<file path="src/rtl/core/stt_pkg.sv">
// ----------------------------------------------------------------------------
// stt_pkg
// Shared types, codes and character class helpers for the source tokenizer.
// ----------------------------------------------------------------------------
`default_nettype none

package stt_pkg;

    typedef enum logic [1:0] {
        MODE_IDLE    = 2'd0,
        MODE_NUM     = 2'd1,
        MODE_IDENT   = 2'd2,
        MODE_COMMENT = 2'd3
    } mode_t;

    localparam logic [1:0] EV_CHAR       = 2'd0;
    localparam logic [1:0] EV_END        = 2'd1;
    localparam logic [1:0] EV_DISCARD    = 2'd2;
    localparam logic [1:0] EV_STREAM_END = 2'd3;

    localparam logic [1:0] CLS_NUM    = 2'd0;
    localparam logic [1:0] CLS_IDENT  = 2'd1;
    localparam logic [1:0] CLS_SINGLE = 2'd2;

    localparam logic [7:0] CH_NEWLINE    = 8'd10;
    localparam logic [7:0] CH_SLASH      = 8'd47;
    localparam logic [7:0] CH_DOT        = 8'd46;
    localparam logic [7:0] CH_UNDERSCORE = 8'd95;

    localparam int FIFO_DEPTH = 4;
    localparam int FIFO_PTR_W = $clog2(FIFO_DEPTH);
    localparam int FIFO_CNT_W = $clog2(FIFO_DEPTH + 1);

    typedef struct packed {
        mode_t       mode;
        logic [15:0] line;
        logic [15:0] col;
        logic [7:0]  len;
        logic        ovf;
    } scan_state_t;

    typedef struct packed {
        logic [1:0]  ev;
        logic [7:0]  ch;
        logic [1:0]  cls;
        logic        starts;
        logic        ends;
        logic [15:0] line;
        logic [15:0] col;
        logic        ovf;
        logic        last;
    } result_t;

    typedef struct packed {
        logic [FIFO_CNT_W-1:0] count;
        logic                  empty;
        logic                  room_for_two;
    } fifo_stat_t;

    function automatic logic is_digit(input logic [7:0] c);
        return (c >= 8'd48) && (c <= 8'd57);
    endfunction

    function automatic logic is_alpha(input logic [7:0] c);
        return ((c >= 8'd65) && (c <= 8'd90)) || ((c >= 8'd97) && (c <= 8'd122));
    endfunction

    function automatic logic is_space(input logic [7:0] c);
        return (c == 8'd32) || ((c >= 8'd9) && (c <= 8'd13));
    endfunction

    function automatic logic [15:0] sat_inc16(input logic [15:0] v);
        return (v == 16'hFFFF) ? v : v + 16'd1;
    endfunction

endpackage

`default_nettype wire

</file>
<file path="src/rtl/core/stt_scan.sv">
// ----------------------------------------------------------------------------
// stt_scan
// Per-character scanner: next scan state and up to two results for one byte.
// ----------------------------------------------------------------------------
`default_nettype none

module stt_scan
    import stt_pkg::*;
(
    input  scan_state_t st,
    input  logic [7:0]  char_code,
    input  logic        end_of_input,
    input  logic [7:0]  max_len,
    output scan_state_t st_next,
    output result_t     res0,
    output result_t     res1,
    output logic [1:0]  res_cnt
);

    logic [15:0] col_inc;
    logic        in_token;
    logic        more;
    logic        keep;
    logic [1:0]  tok_cls;
    logic        fresh_v;
    result_t     fresh_r;

    assign col_inc  = sat_inc16(st.col);
    assign in_token = (st.mode == MODE_NUM) || (st.mode == MODE_IDENT);
    assign tok_cls  = (st.mode == MODE_NUM) ? CLS_NUM : CLS_IDENT;
    assign more     = (st.mode == MODE_NUM)
                    ? (is_digit(char_code) || (char_code == CH_DOT))
                    : (is_alpha(char_code) || is_digit(char_code)
                       || (char_code == CH_UNDERSCORE));
    assign keep     = st.len < max_len;

    // result for a byte taken while between tokens
    always_comb begin
        fresh_r        = '0;
        fresh_v        = !is_space(char_code) && (char_code != CH_SLASH);
        fresh_r.ev     = EV_CHAR;
        fresh_r.ch     = char_code;
        fresh_r.starts = 1'b1;
        fresh_r.line   = st.line;
        fresh_r.col    = col_inc;
        if (is_digit(char_code)) begin
            fresh_r.cls = CLS_NUM;
        end else if (is_alpha(char_code)) begin
            fresh_r.cls = CLS_IDENT;
        end else begin
            fresh_r.cls  = CLS_SINGLE;
            fresh_r.ends = 1'b1;
        end
    end

    // next state
    always_comb begin
        logic do_fresh;
        do_fresh = 1'b0;
        st_next  = st;
        if (end_of_input) begin
            st_next.mode = MODE_IDLE;
            st_next.line = 16'd1;
            st_next.col  = 16'd0;
            st_next.len  = 8'd0;
            st_next.ovf  = 1'b0;
        end else begin
            st_next.col = col_inc;
            case (st.mode)
                MODE_COMMENT: begin
                    if (char_code == CH_NEWLINE) begin
                        st_next.line = sat_inc16(st.line);
                        st_next.col  = 16'd0;
                        st_next.mode = MODE_IDLE;
                    end
                end
                MODE_NUM, MODE_IDENT: begin
                    if (more) begin
                        if (keep) begin
                            st_next.len = st.len + 8'd1;
                        end else begin
                            st_next.ovf = 1'b1;
                        end
                    end else begin
                        st_next.mode = MODE_IDLE;
                        st_next.len  = 8'd0;
                        st_next.ovf  = 1'b0;
                        do_fresh     = 1'b1;
                    end
                end
                default: begin
                    do_fresh = 1'b1;
                end
            endcase
            if (do_fresh) begin
                if (is_space(char_code)) begin
                    if (char_code == CH_NEWLINE) begin
                        st_next.line = sat_inc16(st.line);
                        st_next.col  = 16'd0;
                    end
                end else if (char_code == CH_SLASH) begin
                    st_next.mode = MODE_COMMENT;
                end else if (is_digit(char_code)) begin
                    st_next.mode = MODE_NUM;
                    st_next.len  = 8'd1;
                    st_next.ovf  = 1'b0;
                end else if (is_alpha(char_code)) begin
                    st_next.mode = MODE_IDENT;
                    st_next.len  = 8'd1;
                    st_next.ovf  = 1'b0;
                end
            end
        end
    end

    // results
    always_comb begin
        res0    = '0;
        res1    = '0;
        res_cnt = 2'd0;
        if (end_of_input) begin
            if (in_token) begin
                res0.ev   = EV_DISCARD;
                res0.cls  = tok_cls;
                res0.line = st.line;
                res0.col  = col_inc;
                res0.ovf  = st.ovf;
                res1.ev   = EV_STREAM_END;
                res1.line = st.line;
                res1.col  = col_inc;
                res_cnt   = 2'd2;
            end else begin
                res0.ev   = EV_STREAM_END;
                res0.line = st.line;
                res0.col  = col_inc;
                res_cnt   = 2'd1;
            end
        end else begin
            case (st.mode)
                MODE_NUM, MODE_IDENT: begin
                    if (more) begin
                        if (keep) begin
                            res0.ev   = EV_CHAR;
                            res0.ch   = char_code;
                            res0.cls  = tok_cls;
                            res0.line = st.line;
                            res0.col  = col_inc;
                            res_cnt   = 2'd1;
                        end
                    end else begin
                        res0.ev   = EV_END;
                        res0.cls  = tok_cls;
                        res0.line = st.line;
                        res0.col  = col_inc;
                        res0.ovf  = st.ovf;
                        res1      = fresh_r;
                        res_cnt   = fresh_v ? 2'd2 : 2'd1;
                    end
                end
                MODE_IDLE: begin
                    res0    = fresh_r;
                    res_cnt = fresh_v ? 2'd1 : 2'd0;
                end
                default: begin
                    res_cnt = 2'd0;
                end
            endcase
        end
        res0.last = (res_cnt == 2'd1);
        res1.last = (res_cnt == 2'd2);
    end

endmodule

`default_nettype wire

</file>
<file path="src/rtl/core/stt_res_fifo.sv">
// ----------------------------------------------------------------------------
// stt_res_fifo
// Small result queue: takes up to two results per cycle, hands out one.
// ----------------------------------------------------------------------------
`default_nettype none

module stt_res_fifo
    import stt_pkg::*;
(
    input  logic       aclk,
    input  logic       aresetn,
    input  logic [1:0] push_cnt,
    input  result_t    push0,
    input  result_t    push1,
    input  logic       pop,
    output result_t    head,
    output fifo_stat_t stat
);

    result_t               mem_reg [FIFO_DEPTH];
    logic [FIFO_PTR_W-1:0] wr_ptr_reg;
    logic [FIFO_PTR_W-1:0] wr_ptr_next;
    logic [FIFO_PTR_W-1:0] wr_ptr_inc;
    logic [FIFO_PTR_W-1:0] rd_ptr_reg;
    logic [FIFO_PTR_W-1:0] rd_ptr_next;
    logic [FIFO_CNT_W-1:0] count_reg;
    logic [FIFO_CNT_W-1:0] count_next;

    assign wr_ptr_inc  = wr_ptr_reg + FIFO_PTR_W'(1);
    assign wr_ptr_next = wr_ptr_reg + FIFO_PTR_W'(push_cnt);
    assign rd_ptr_next = rd_ptr_reg + FIFO_PTR_W'(pop);
    assign count_next  = count_reg + FIFO_CNT_W'(push_cnt) - FIFO_CNT_W'(pop);

    always_ff @(posedge aclk) begin
        if (!aresetn) begin
            wr_ptr_reg <= '0;
            rd_ptr_reg <= '0;
            count_reg  <= '0;
        end else begin
            wr_ptr_reg <= wr_ptr_next;
            rd_ptr_reg <= rd_ptr_next;
            count_reg  <= count_next;
        end
    end

    always_ff @(posedge aclk) begin
        if (push_cnt != 2'd0) begin
            mem_reg[wr_ptr_reg] <= push0;
        end
        if (push_cnt == 2'd2) begin
            mem_reg[wr_ptr_inc] <= push1;
        end
    end

    assign head              = mem_reg[rd_ptr_reg];
    assign stat.count        = count_reg;
    assign stat.empty        = (count_reg == '0);
    assign stat.room_for_two = (count_reg <= FIFO_CNT_W'(FIFO_DEPTH - 2));

endmodule

`default_nettype wire

</file>
<file path="src/rtl/core/source_text_tokenizer_core.sv">
// ----------------------------------------------------------------------------
// source_text_tokenizer_core
// Streaming lexer: one source byte per request in, token events out.
// ----------------------------------------------------------------------------
// Results reach the output port through the registered four-entry result
// queue. Throughput: one byte per cycle; the output port moves one result
// per cycle while m_tready is high; a byte with two results (token end plus
// new token) sends both. Input stalls only if the queue lacks two slots.
// Reset (aresetn low, synchronous): scanner idle, line 1, column 0, queue
// empty, max_token_length back to 255.
// ----------------------------------------------------------------------------
`default_nettype none

module source_text_tokenizer_core
    import stt_pkg::*;
(
    input  wire logic        aclk,
    input  wire logic        aresetn,
    // s_tdata: char_code[7:0]
    input  wire logic        s_tvalid,
    output logic             s_tready,
    input  wire logic [7:0]  s_tdata,
    input  wire logic        s_tlast,   // end_of_input
    // m_tdata: char_out[7:0], starts_token[8], ends_now[9], line_number[25:10],
    //          column_number[41:26], overflowed[42], zero[47:43]
    output logic             m_tvalid,
    input  wire logic        m_tready,
    output logic [47:0]      m_tdata,
    // m_tuser: event_res[1:0], token_class[3:2]
    output logic [3:0]       m_tuser,
    output logic             m_tlast,   // last_of_run
    input  wire logic        psel,
    input  wire logic        penable,
    input  wire logic        pwrite,
    input  wire logic [2:0]  paddr,
    input  wire logic [31:0] pwdata,
    output logic [31:0]      prdata,
    output logic             pready
);

    localparam logic REG_MAX_LEN = 1'b0;

    scan_state_t state_reg;
    scan_state_t state_next;
    logic [7:0]  max_len_reg;
    result_t     res0;
    result_t     res1;
    logic [1:0]  res_cnt;
    logic [1:0]  push_cnt;
    logic        s_accept;
    logic        m_accept;
    logic        cfg_write;
    result_t     head;
    fifo_stat_t  fstat;

    assign pready    = 1'b1;
    assign cfg_write = psel && penable && pwrite && pready;
    assign prdata    = (paddr[2] == REG_MAX_LEN) ? {24'd0, max_len_reg} : 32'd0;

    always_ff @(posedge aclk) begin
        if (!aresetn) begin
            max_len_reg <= 8'd255;
        end else if (cfg_write && (paddr[2] == REG_MAX_LEN)) begin
            max_len_reg <= pwdata[7:0];
        end
    end

    stt_scan u_scan (
        .st           (state_reg),
        .char_code    (s_tdata),
        .end_of_input (s_tlast),
        .max_len      (max_len_reg),
        .st_next      (state_next),
        .res0         (res0),
        .res1         (res1),
        .res_cnt      (res_cnt)
    );

    assign s_tready = fstat.room_for_two;
    assign s_accept = s_tvalid && s_tready;
    assign push_cnt = s_accept ? res_cnt : 2'd0;

    always_ff @(posedge aclk) begin
        if (!aresetn) begin
            state_reg.mode <= MODE_IDLE;
            state_reg.line <= 16'd1;
            state_reg.col  <= 16'd0;
            state_reg.len  <= 8'd0;
            state_reg.ovf  <= 1'b0;
        end else if (s_accept) begin
            state_reg <= state_next;
        end
    end

    stt_res_fifo u_fifo (
        .aclk     (aclk),
        .aresetn  (aresetn),
        .push_cnt (push_cnt),
        .push0    (res0),
        .push1    (res1),
        .pop      (m_accept),
        .head     (head),
        .stat     (fstat)
    );

    assign m_tvalid = !fstat.empty;
    assign m_accept = m_tvalid && m_tready;
    assign m_tdata  = {5'd0, head.ovf, head.col, head.line, head.ends, head.starts, head.ch};
    assign m_tuser  = {head.cls, head.ev};
    assign m_tlast  = head.last;

    a_queue_bound: assert property (@(posedge aclk) disable iff (!aresetn)
        fstat.count <= FIFO_CNT_W'(FIFO_DEPTH))
        else $error("result queue over depth");

    a_ready_room: assert property (@(posedge aclk) disable iff (!aresetn)
        s_tready |-> (fstat.count <= FIFO_CNT_W'(FIFO_DEPTH - 2)))
        else $error("input ready without room for two results");

    a_eoi_reset: assert property (@(posedge aclk) disable iff (!aresetn)
        (s_accept && s_tlast) |=> (state_reg.mode == MODE_IDLE && state_reg.line == 16'd1
                                   && state_reg.col == 16'd0 && !state_reg.ovf))
        else $error("scanner state not cleared after end of input");

    a_eoi_results: assert property (@(posedge aclk) disable iff (!aresetn)
        (s_accept && s_tlast) |-> (res_cnt != 2'd0))
        else $error("end of input gave no result");

endmodule

`default_nettype wire
</file>
<file path="config.mk">
export PLATFORM = sky130hd
export DESIGN_NAME = source_text_tokenizer_core
export DESIGN_NICKNAME = d
export VERILOG_FILES = /design/src/rtl/core/stt_pkg.sv /design/src/rtl/core/stt_scan.sv /design/src/rtl/core/stt_res_fifo.sv /design/src/rtl/core/source_text_tokenizer_core.sv
export SDC_FILE = /design/constraint.sdc
export NUM_CORES = 1
export LEC_CHECK = 0
export BUFFER_PORTS_ARGS = -buffer_cell sky130_fd_sc_hd__buf_4
export CAP_MARGIN = 20
export CELL_PAD_IN_SITES_DETAIL_PLACEMENT = 2
export CELL_PAD_IN_SITES_GLOBAL_PLACEMENT = 2
export CORE_MARGIN = 1.5
export CORE_UTILIZATION = 29
export DETAILED_ROUTE_END_ITERATION = 6
export PLACE_DENSITY = 0.58
export SLEW_MARGIN = 30
export SYNTH_ARGS = -nofsm -noshare
export SYNTH_HDL_FRONTEND = slang
export SYNTH_SLANG_ARGS = --single-unit
</file>
<file path="constraint.sdc">
create_clock -name aclk -period 5.8 [get_ports aclk]
set_input_delay 0.87 -clock aclk [delete_from_list [all_inputs] [get_ports aclk]]
set_output_delay 0.87 -clock aclk [all_outputs]
set_load 0.01 [all_outputs]
</file>
# == Word level (Yosys, flattened, before mapping) ==
# Memories as Yosys holds them, arrays and structs flattened. A register that Yosys moved wholly into a read port is not among the register bits.
# Cells that the tools add are included.
# W data, S select, Z words.
# classes
n_reduce_logical,22
bitwise,1
n_lt_le_gt_ge,10
n_addsub,8
n_mux,71
eq_ne,14
# ops
op,count
$mux W32,7
$mux W43,2
$pmux W33 S2,1
$mux W9,6
$mux W48,1
$mux W46,1
$mux W2,22
$mux W34,1
$mux W33,1
$add A16 B1 Y16 const B,2
$eq A16 B16 Y1 const B,2
$mux W16,2
$mux W8,4
$eq A8 B6 Y1 const B,3
$pmux W12 S2,1
$mux W1,17
$ge A8 B7 Y1 const B,2
$le A8 B7 Y1 const B,2
$mux W12,1
$logic_and A1 B1 Y1,10
$mux W10,1
$add A8 B1 Y8 const B,1
$eq A2 B2 Y1 const B,4
$eq A8 B4 Y1 const B,1
other kinds (23),31
# word_totals
ram_bits,192
out_inout_bits,88
n_memories,1
input_bits,51
elab_cells,136
regBits,58
# memory_table
name,depth,word_bits,read_ports,rd_clocked_by_memory_dff,wr,line,rtl
u_fifo.mem_reg,4,48,1,1,2,stt_res_fifo.sv:20,result_t mem_reg [FIFO_DEPTH];

# == Depth between registers and ports, before layout ==
# Gate-level depths: netlist of run 1.
# logic_depth
ltp_word,14
mapped_depth,12
depth_no_buf,12

# == Hierarchy ==
# Synthesis of run 1 repeated with hierarchy kept, for this count alone.
# hier_totals
hier_cells,1181
hier_area_um2,14625.3
# by_module_without_submodules
module,n_inst,cells_each,area_per_inst_um2,seq_area_each_um2
stt_res_fifo,1,504,9651.8,5905.7
source_text_tokenizer_core,1,275,2586.2,1021.0
stt_scan,1,402,2387.3,0.0

# == Least setup slack after synthesis of run 1 ==
# OpenSTA, ideal clock, no wires.
# synth_timing
path_type,in2reg
startpoint,input port s_tdata[4]
endpoint,memory u_fifo.mem_reg[2][47] in the netlist's numbering (data pin)
required_ns,5.537
path_buffers,1
setup_ns,0.263
arrival_ns,3.865
cell_stages,9
slack_ns,1.673
path_cell_list,buf_2 nor3_4 nand2_1 o311a_1 a211o_1 and2_1 o211ai_1 nand2_1 and2_1
# synth_rtl
element,line,rtl
from (decl),source_text_tokenizer_core.sv:22,"input wire logic [7:0] s_tdata,"
to (decl),stt_res_fifo.sv:20,

==> impl_metrics.ini, run 1 <==
[die]
fp.dieArea_um2 = 43620
row_count = 75
start_util_pct = 29.36
fp.coreArea_um2 = 41850
ios = 139
fp.dieH_um = 208.9
die_x_um = 208.9

[timing]
setup_viol = 0
fin_tns_setup_ps = 0
clock.fmax_ghz = 0.2297
relSlewSlack_pct = 41.11
worstMarginPinSlew_ps = 883.4
skew_ps = 27.62
drv_slew = 0
hold_viol_final = 0
min_period_ps = 4354
rsz0062_at_grt = false
fin_crit_sh_pct = 75.08

[power_and_ir_drop]
p_leak_nw = 4.784
peakVddDrop_v = 0.0001809
intPower_mw = 3.676
clkPwrFrac_pct = 35.5
p_switching_mw = 1.519
powerDensity_nw_per_um2 = 362.8
combPwrFrac_pct = 22.3
swShare_pct = 29.24
seq_power_share_pct = 42.2

[final_layout]
syn2layout_area_growth_pct = 16.51
drive_gt1_share_pct = 20.23
finish.utilization_pct = 34.21
final_common_cell = edfxtp_1
fin_nets = 1175
antenna_cells = 0
largest_reg_flops = 192
final_cell_mix = edfxtp_1, nor2_1, nor2b_1

[clocking]
cts_sinks = 250
cts_buffer_depth = 3
cts_hold_buf = 0
cts_htree_levels = 1
cts_tree = done
post_cts_buffers = 0
cts_made_buffers = 30
clk-insertion-delay-late_ps = 590
cts-root-buf = clkbuf_16
clk_pin_slew_ps = 60
postCtsResizedCells = 0

[setup_path]
r2r_end = u_fifo.mem_reg[2][9]$_DFFE_PP_
start_kind = flop
crit_path_max_fanout = 23
worst-setup-path-type = flop to flop
cp.required_ps = 6070
r2r_cells = 10
cp_top_family = simple AND/OR/NAND/NOR gates
crit_slowest_cell = nand2_2
r2r_slack_ps = 1450
critPathBufInv = 4
cpMostUsedCell = inv_1
worst_setup_path_end_kind = flop
cp_cell_sequence = inv_1, ha_1, inv_1, or3_1, inv_1, o21ai_0, o21ai_4, o211ai_1, nand2_2, buf_4
crit_path_max_incr_delay_ps = 660
reg2reg_from = state_reg[41]$_SDFFE_PN0P_
crit_arrival_ps = 4620

[synth]
synthArstFlopShare_pct = 0
synthTopCellsByArea = edfxtp_1, dfxtp_1, mux4_2, nor2b_1, nor2_1
synth_xor_area_share_pct = 1.853
synth-compound-area-share_pct = 9.336
synthCells = 1036
ys_seq_area_share_pct = 56.04
synth.distinct_cells = 71
syn_area_um2 = 12290
synth-main-ff-cell = edfxtp_1
ys_ff_latch = 250
yosys.area.top_type = edfxtp_1
synth_edf_count = 188
synthAdderAreaFrac_pct = 2.097
yosysWarningCount = 0
yosys.area_share.simple_pct = 17.39
synthMuxAreaShare_pct = 8.878
synth_top_family_by_area = simple AND/OR/NAND/NOR gates
avgSynthCellArea_um2 = 11.86
yosysTopAreaCellShare_pct = 45.94

[routing]
via_per_inst = 4.932
ant_nets = 0
first_pass_iters = 4
totalWireLength_um = 35130
wl_per_cell_um = 21.08
drc = 0
num_vias = 8216
initialDrtViolationCount = 315

[worst_hold_path]
hp-class = flop to flop
holdPathEnd = state_reg[8]$_SDFFE_PN0P_
whs_path_depth = 1
min_from = state_reg[8]$_SDFFE_PN0P_

[placement]
io_buffers = 82
gp_congestion = 0.7496
dp.final_hpwl_um = 22920

[global_routing]
overflow = 0
grt.total_usage_pct = 16.22
antenna_found_initial = 0
grt_pass1_vias = 8973
grt_max_degree = 50
grt_pass1_wl_um = 54590

[flow_run]
cap_violations = 0

[outcome]
outcome = finished clean
Yosys cell counts (all sizes together), types with 3 or more instances:
cell type and count:
xnor2 9, o31ai 5, mux4 48, a22oi 3, edfxtp 188, nor4 4, nand2b 6, nor2b 96
nand4 11, nor2 130, xor2 17, ha 19, o211ai 13, inv 23, and3 6, o22ai 9
a21oi 34, or3 5, nand2 71, and4 5, buf 54, o21a 7, o221a 3, a21boi 3
a21o 5, a41oi 3, nor3 20, and2 29, nand3 32, o2111ai 3, clkbuf 30, dfxtp 62
o21ai 50, a211oi 5
logic make-up (layout without fill, tap and decap cells):
kind of cell / Yosys count / after routing
DFF: 250 / 250
and+or+nand+nor: 422 / 422
AOI/OAI and AO/OA: 160 / 160
buffers and inverters: 107 / 170
xor gates and xnor gates: 26 / 26
muxes: 49 / 49
other: 2 / 30
adders and majority gates: 20 / 20
metrics by stage:
step / total power [mW] / instance area, um2 / hold slack (ps) / worst slack [ps] / instances
floorplan: 2.893 / 12390 / 438.3 / 1673 / 1064
global placement: 3.415 / 13340 / 464.1 / 1366 / 1611
detailed placement: 3.434 / 13340 / 475.1 / 1328 / 1611
CTS: 5.307 / 14310 / 487.3 / 1337 / 1666
global route: 5.444 / 14320 / 505.8 / 1165 / 1666
finish: 5.196 / 14320 / 488.5 / 1446 / 1666
power by group through the flow:
stage                     Combinational [mW]  Sequential, mW  Clock (mW)
after CTS                               1.20            2.20        1.91
after global placement                  1.19            2.23           0
final                                   1.16            2.19        1.85
after floorplan                        0.768            2.13           0
after global routing                    1.25            2.22        1.98
after detailed placement                1.20            2.24           0
metal layers:
metal  track usage [%]  vias up  routed length (um)
met2             28.03       87               17640
met5                 0        -                   0
met4             3.798        0                 609
met3             2.254       45                 847
met1             21.47     4222               16030
li1                  -     3862                   -
worst reg2reg max path, cell delays in order (launching register included):
cell and delay (ps):
dfxtp_1 400, inv_1 90, ha_1 630, inv_1 360, or3_1 490, inv_1 90, o21ai_0 210, o21ai_4 410
o211ai_1 290, nand2_2 660, buf_4 410
how the worst max path moves through the flow:
stage / slack, ps / end / from / depth (start not counted)
2_1_floorplan: 1670 / u_fifo.mem_reg[2][47]$_DFFE_PP_ / s_tdata[4] / 9
3_3_place_gp: 1370 / u_fifo.mem_reg[2][10]$_DFFE_PP_ / state_reg[41]$_SDFFE_PN0P_ / 10
3_5_place_dp: 1330 / u_fifo.mem_reg[2][9]$_DFFE_PP_ / state_reg[41]$_SDFFE_PN0P_ / 10
4_1_cts: 1340 / u_fifo.mem_reg[2][9]$_DFFE_PP_ / state_reg[41]$_SDFFE_PN0P_ / 10
5_1_grt: 1170 / u_fifo.mem_reg[2][9]$_DFFE_PP_ / state_reg[42]$_SDFFE_PN0P_ / 10
6_report: 1450 / u_fifo.mem_reg[2][9]$_DFFE_PP_ / state_reg[41]$_SDFFE_PN0P_ / 10
cell type report:
class	count	area, um2
clock inverter	17	132.6
timing repair buffer	92	690.7
sequential	250	6894
inverter	23	86.33
clock buffer	38	840.8
multi-input combinational	707	5000
fill	4439	27530
tap	539	674.4
(Power assumes the default switching activity.)
==> run 2, diff against run 1 <==
Settings changed: PLACE_DENSITY 0.58 to 0.6.
Clock period 5.8 ns to 3.91 ns, I/O delays scaled along.
==> run 2 against run 1 <==
Effect of this change: worst hold slack worse by 230 ps; clock skew down 13 ps; setup slack worse by 820 ps; utilization up 0.42 points; sequential power up 45%; fmax up 33%; global-route usage up 0.30 points; critical path type unchanged; critical endpoint is now u_fifo.mem_reg[2][29]$_DFFE_PP_.
==> impl_metrics.ini, run 2 (synthesis gave the netlist of run 1 again) <==
[setup_path]
critPathBufInv = 1
cp_cell_sequence = ha_1, a211oi_1, o2111a_1, o21ai_0, o21ai_4, o211ai_1, nand2_2, buf_12
start_kind = flop
crit_slowest_cell = a211oi_1
worst-setup-path-type = flop to flop
cp.required_ps = 4140
worst_setup_path_end_kind = flop
cp_top_family = compound AO/OA/AOI/OAI gates
crit_arrival_ps = 3520
crit_path_max_fanout = 31
crit_path_max_incr_delay_ps = 470

[outcome]
outcome = finished clean

[timing]
skew_ps = 14.25
relSlewSlack_pct = 40.82
hold_viol_final = 0
worstMarginPinSlew_ps = 887.7
rsz0062_at_grt = false
clock.fmax_ghz = 0.3046
drv_slew = 0
fin_tns_setup_ps = 0
whs_ps = 259.0
fin_ws_ps = 626.9
fin_crit_sh_pct = 83.97
setup_viol = 0
min_period_ps = 3283

[routing]
num_vias = 8301
first_pass_iters = 4
wl_per_cell_um = 21.11
totalWireLength_um = 35450
ant_nets = 0
initialDrtViolationCount = 344
drc = 0
via_per_inst = 4.944

[power_and_ir_drop]
powerDensity_nw_per_um2 = 533.7
seq_power_share_pct = 41.1
p_switching_mw = 2.225
finalPower_mw = 7.736
combPwrFrac_pct = 24.2
swShare_pct = 28.77
intPower_mw = 5.511
peakVddDrop_v = 0.0003764
clkPwrFrac_pct = 34.7
p_leak_nw = 4.850

[die]
die_x_um = 208.9
fp.dieH_um = 208.9
fp.dieArea_um2 = 43620
start_util_pct = 29.36
fp.coreArea_um2 = 41850
row_count = 75
ios = 139

[clocking]
cts_hold_buf = 0
cts_htree_levels = 1
clk-insertion-delay-late_ps = 560
cts_tree = done
cts_sinks = 250
post_cts_buffers = 0
clk_pin_slew_ps = 70
postCtsResizedCells = 0
cts-root-buf = clkbuf_16
cts_made_buffers = 29
cts_buffer_depth = 3

[final_layout]
largest_reg_flops = 192
fin_nets = 1190
antenna_cells = 0
finish.utilization_pct = 34.63
final_cell_mix = edfxtp_1, nor2_1, buf_4
syn2layout_area_growth_pct = 17.95
drive_gt1_share_pct = 20.96
final_common_cell = edfxtp_1

[global_routing]
grt.total_usage_pct = 16.51
grt_pass1_wl_um = 55520
overflow = 0
grt_pass1_vias = 9158
grt_max_degree = 41
antenna_found_initial = 0

[placement]
dp.final_hpwl_um = 23490
pre_cts_ws_ps = 377.3
io_buffers = 82
gp_congestion = 0.7544

[flow_run]
cap_violations = 0

[worst_hold_path]
hp-class = primary input to flop
run 2: changes by cell type in the layout (fill, tap and decap cells not counted), moves of 2 or more:
cell / previous run / this run
clkinv_2: 9 / 5
clkbuf_1: 2 / 7
buf_12: 0 / 9
nand2_2: 3 / 5
clkinv_1: 5 / 2
buf_4: 92 / 99
nand2_4: 2 / 0
run 2: power groups by stage:
| stage | Combinational, mW | Sequential (mW) | Clock [mW] |
|---|---|---|---|
| after floorplan | 1.14 | 3.15 | 0 |
| after global placement | 1.91 | 3.23 | 0 |
| after detailed placement | 1.94 | 3.24 | 0 |
| after CTS | 1.94 | 3.19 | 2.76 |
| after global routing | 2.03 | 3.21 | 2.87 |
| final | 1.87 | 3.18 | 2.68 |
run 2: metrics by stage:
stage,area (um2),std cells
after floorplan,12390,1064
after global placement,13560,1627
after detailed placement,13560,1627
after CTS,14490,1679
after global routing,14500,1679
final,14500,1679
run 2: layout make-up:
cell class              instances  area [um2]
clock inverters                11       108.9
well taps                     539       674.4
flip-flops and latches        250        6892
fillers                      4446       27360
inverters                      23       86.33
clock buffers                  41       820.8
multi-input cells             707        4990
repair buffers                108       923.4
run 2: routing by layer:
metal | GRT usage, % | part of all wire [%] | vias to the layer above
li1 | - | - | 3886
met1 | 21.51 | 45 | 4282
met2 | 29.24 | 51 | 91
met3 | 1.788 | 2.4 | 42
met4 | 4.123 | 1.7 | 0
met5 | 0 | 0 | -
run 2: worst register-to-register path, stage by stage (launching register included):
cell and delay (ps):
dfxtp_1 400, ha_1 260, a211oi_1 470, o2111a_1 260, o21ai_0 240, o21ai_4 410
o211ai_1 210, nand2_2 380, buf_12 310
run 2: worst paths after layout:
| kind | start | end | slack [ps] | cells after the start |
|---|---|---|---|---|
| setup / recovery | state_reg[2]$_SDFFE_PN0P_ | u_fifo.mem_reg[2][29]$_DFFE_PP_ | 630 | 8 |
| hold / removal | pwdata[5] | max_len_reg[5]$_SDFFE_PN1P_ | 260 | 3 |
| hold reg to reg | u_fifo.mem_reg[0][1]$_SDFFE_PP0N_ | u_fifo.mem_reg[0][1]$_SDFFE_PP0N_ | 490 | 1 |
| setup reg to reg | state_reg[2]$_SDFFE_PN0P_ | u_fifo.mem_reg[2][29]$_DFFE_PP_ | 630 | 8 |
==> run 3, diff against run 2 <==
Settings changed: ABC_AREA from default to 1, PLACE_DENSITY 0.6 to 0.65.
Clock period 3.91 ns to 2.8 ns, I/O delays scaled along.
==> run 3 against run 2 <==
Effect of this change: sequential power is 40% higher; total power increased by 57%; register-to-register slack got worse by 430 ps; cell count grew 35%; highest routed layer unchanged; first-iteration DRC count grew 110%; non-clock buffer count grew 55; largest power group unchanged; critical path type is now flop to output pin.
==> impl_metrics.ini, run 3 <==
[timing]
fin_crit_sh_pct = 97.23
skew_ps = 17.28
drv_slew = 0
hold_viol_final = 0
relSlewSlack_pct = 39.73
rsz0062_at_grt = false
min_period_ps = 2723
fin_tns_setup_ps = 0
clock.fmax_ghz = 0.3673
worstMarginPinSlew_ps = 900.8
setup_viol = 0

[final_layout]
fillCellCount = 5099
finish.utilization_pct = 35.58
drive_gt1_share_pct = 15.33
final_common_cell = nand2_1
design_area_um2 = 16150
largest_reg_flops = 192
final_cell_mix = nand2_1, nor2_1, edfxtp_1
antenna_cells = 0
syn2layout_area_growth_pct = 21.21
fin_nets = 1716

[setup_path]
critical_path_cell_count = 4
r2r_end = u_fifo.mem_reg[1][31]$_DFFE_PP_
crit_path_max_incr_delay_ps = 560
r2r_slack_ps = 200
cp_top_family = buffers and inverters
start_kind = flop
worst-setup-path-type = flop to output pin
crit_path_max_fanout = 49
crit_path_start = u_fifo.rd_ptr_reg[1]$_SDFF_PN0_
crit_arrival_ps = 2300
cp_cell_sequence = buf_4, o21ai_0, o22ai_1, buf_4
crit_path_end = m_tdata[27]
r2r_cells = 15
cpMostUsedCell = buf_4
worst_setup_path_end_kind = output pin
cp.required_ps = 2380
reg2reg_from = max_len_reg[5]$_SDFFE_PN1P_
critPathBufInv = 2
crit_slowest_cell = buf_4

[clocking]
cts_made_buffers = 31
cts_htree_levels = 1
clk-insertion-delay-late_ps = 580
cts_tree = done
cts_buffer_depth = 3
cts_hold_buf = 0
cts_sinks = 250
cts-root-buf = clkbuf_16
clk_pin_slew_ps = 60

[synth]
synth.distinct_cells = 45
synth.most_common_cell = nand2_1
synthCells = 1542
syn_area_um2 = 13320
ys_seq_area_share_pct = 51.69
synthTopCellsByArea = edfxtp_1, dfxtp_1, o22ai_1, nand2_1, o21ai_0
synth_common_cells = nand2_1, nor2_1, edfxtp_1
yosysWarningCount = 0
synthArstFlopShare_pct = 0
ys_ff_latch = 250
synth-main-ff-cell = edfxtp_1
synth_edf_count = 188
yosysTopAreaCellShare_pct = 42.37
yosys.area.top_type = edfxtp_1
avgSynthCellArea_um2 = 8.640

[global_routing]
overflow = 0
antenna_found_initial = 0
grt_pass1_vias = 12830
grt_pass1_wl_um = 75180
grt_max_degree = 53
grt.total_usage_pct = 20.55

[routing]
wl_per_cell_um = 21.70
initialDrtViolationCount = 739
drc = 0
via_per_inst = 5.256
ant_nets = 0
totalWireLength_um = 49270
first_pass_iters = 5
num_vias = 11930

[placement]
dp.final_hpwl_um = 32840
post_dp_cell_area_um2 = 15080
io_buffers = 82
gp_congestion = 0.7915

[die]
ios = 139
fp.dieH_um = 217.3
fp.dieArea_um2 = 47230
die_x_um = 217.3
start_util_pct = 29.36
fp.coreArea_um2 = 45380
row_count = 78

[worst_hold_path]
hp-class = primary input to flop
whs_path_depth = 3

[power_and_ir_drop]
peakVddDrop_v = 0.0004799
p_leak_nw = 5.773
powerDensity_nw_per_um2 = 753.8

[flow_run]
cap_violations = 0

[outcome]
outcome = finished clean
==> run 3: changes by cell type after synthesis, sizes merged, moves of 21 or more <==
cell / previous run / this run
a21oi: 34 / 55
and2: 29 / 0
inv: 23 / 146
mux4: 48 / 0
nand2: 71 / 229
nand3: 32 / 78
nor2: 130 / 196
nor2b: 96 / 0
o21ai: 50 / 175
o22ai: 9 / 179
==> run 3: cells by family (layout without fill, tap and decap cells) <==
family / count (synthesis) / in the layout / synth area share [%]
compound gates: 428 / 428 / 18.60
buf+inv: 269 / 369 / 8.959
other cells: 2 / 30 / 0.05637
flops: 250 / 250 / 51.69
simple gates: 558 / 558 / 17.77
fa+ha+maj: 20 / 20 / 1.935
xor+xnor: 15 / 15 / 0.9861
==> run 3: layout make-up <==
type	instances	area (um2)	share of cell area [%]
Clock buffer	49	873.3	5.408
Clock inverter	9	73.82	0.4572
Inverter	148	556.8	3.448
Multi-Input combinational cell	1051	5448	33.74
Sequential cell	250	6893	42.69
Tap cell	600	750.7	4.649
Timing Repair Buffer	163	1553	9.616
==> run 3: worst reg2reg max path, cell delays in order (launching register included) <==
cell and delay [ps]:
dfxtp_1 300, inv_1 60, ha_1 290, a21o_1 180
nand2_1 50, nand2_1 100, a21oi_2 210, nand3_2 100
nand2_1 100, nand2_2 80, nand2_2 100, nand2_2 80
nand2_4 140, nand2_2 130, nand2_4 120, buf_12 220
==> run 3: worst min path at each step <==
stage	start	to	slack (ps)
floorplan	u_fifo.mem_reg[3][1]$_SDFFE_PP0P_	u_fifo.mem_reg[3][1]$_SDFFE_PP0P_	440
CTS	pwdata[5]	max_len_reg[5]$_SDFFE_PN1P_	40
detailed placement	u_fifo.mem_reg[3][1]$_SDFFE_PP0P_	u_fifo.mem_reg[3][1]$_SDFFE_PP0P_	460
global placement	u_fifo.mem_reg[3][1]$_SDFFE_PP0P_	u_fifo.mem_reg[3][1]$_SDFFE_PP0P_	450
finish	pwdata[5]	max_len_reg[5]$_SDFFE_PN1P_	60
global route	pwdata[3]	max_len_reg[3]$_SDFFE_PN1P_	80
==> run 3: routing by layer <==
| metal | vias up | share of wire (%) | GRT usage (%) |
|---|---|---|---|
| met5 | - | 0 | 0 |
| met4 | 0 | 1.6 | 5.046 |
| met3 | 62 | 3.9 | 2.152 |
| met2 | 234 | 49 | 35.85 |
| met1 | 6063 | 45 | 27.17 |
| li1 | 5571 | - | - |
==> run 3: where the power goes <==
group | internal [mW] | switching (mW)
logic | 1.41 | 2.53
registers | 4.33 | 0.106
clock network | 2.21 | 1.58
==> run 3: what timing repair did <==
action / 4_1_cts / 5_1_grt
endpoints found under the hold margin: 0 / 0
setup buffers: 0 / 0
resized for setup: 0 / 19
endpoints found under the setup margin: 0 / 324
==> run 3: per-stage QoR <==
stage | setup slack, ps | total power [mW] | hold WS [ps] | instances
2_1_floorplan | 90.61 | 6.491 | 443.4 | 1570
3_3_place_gp | 22.38 | 8.392 | 454.1 | 2210
3_5_place_dp | -41.87 | 8.493 | 463.4 | 2210
4_1_cts | 79.25 | 12.31 | 42.09 | 2268
5_1_grt | 3.279 | 12.75 | 77.84 | 2270
6_report | 77.48 | 12.17 | 57.95 | 2270
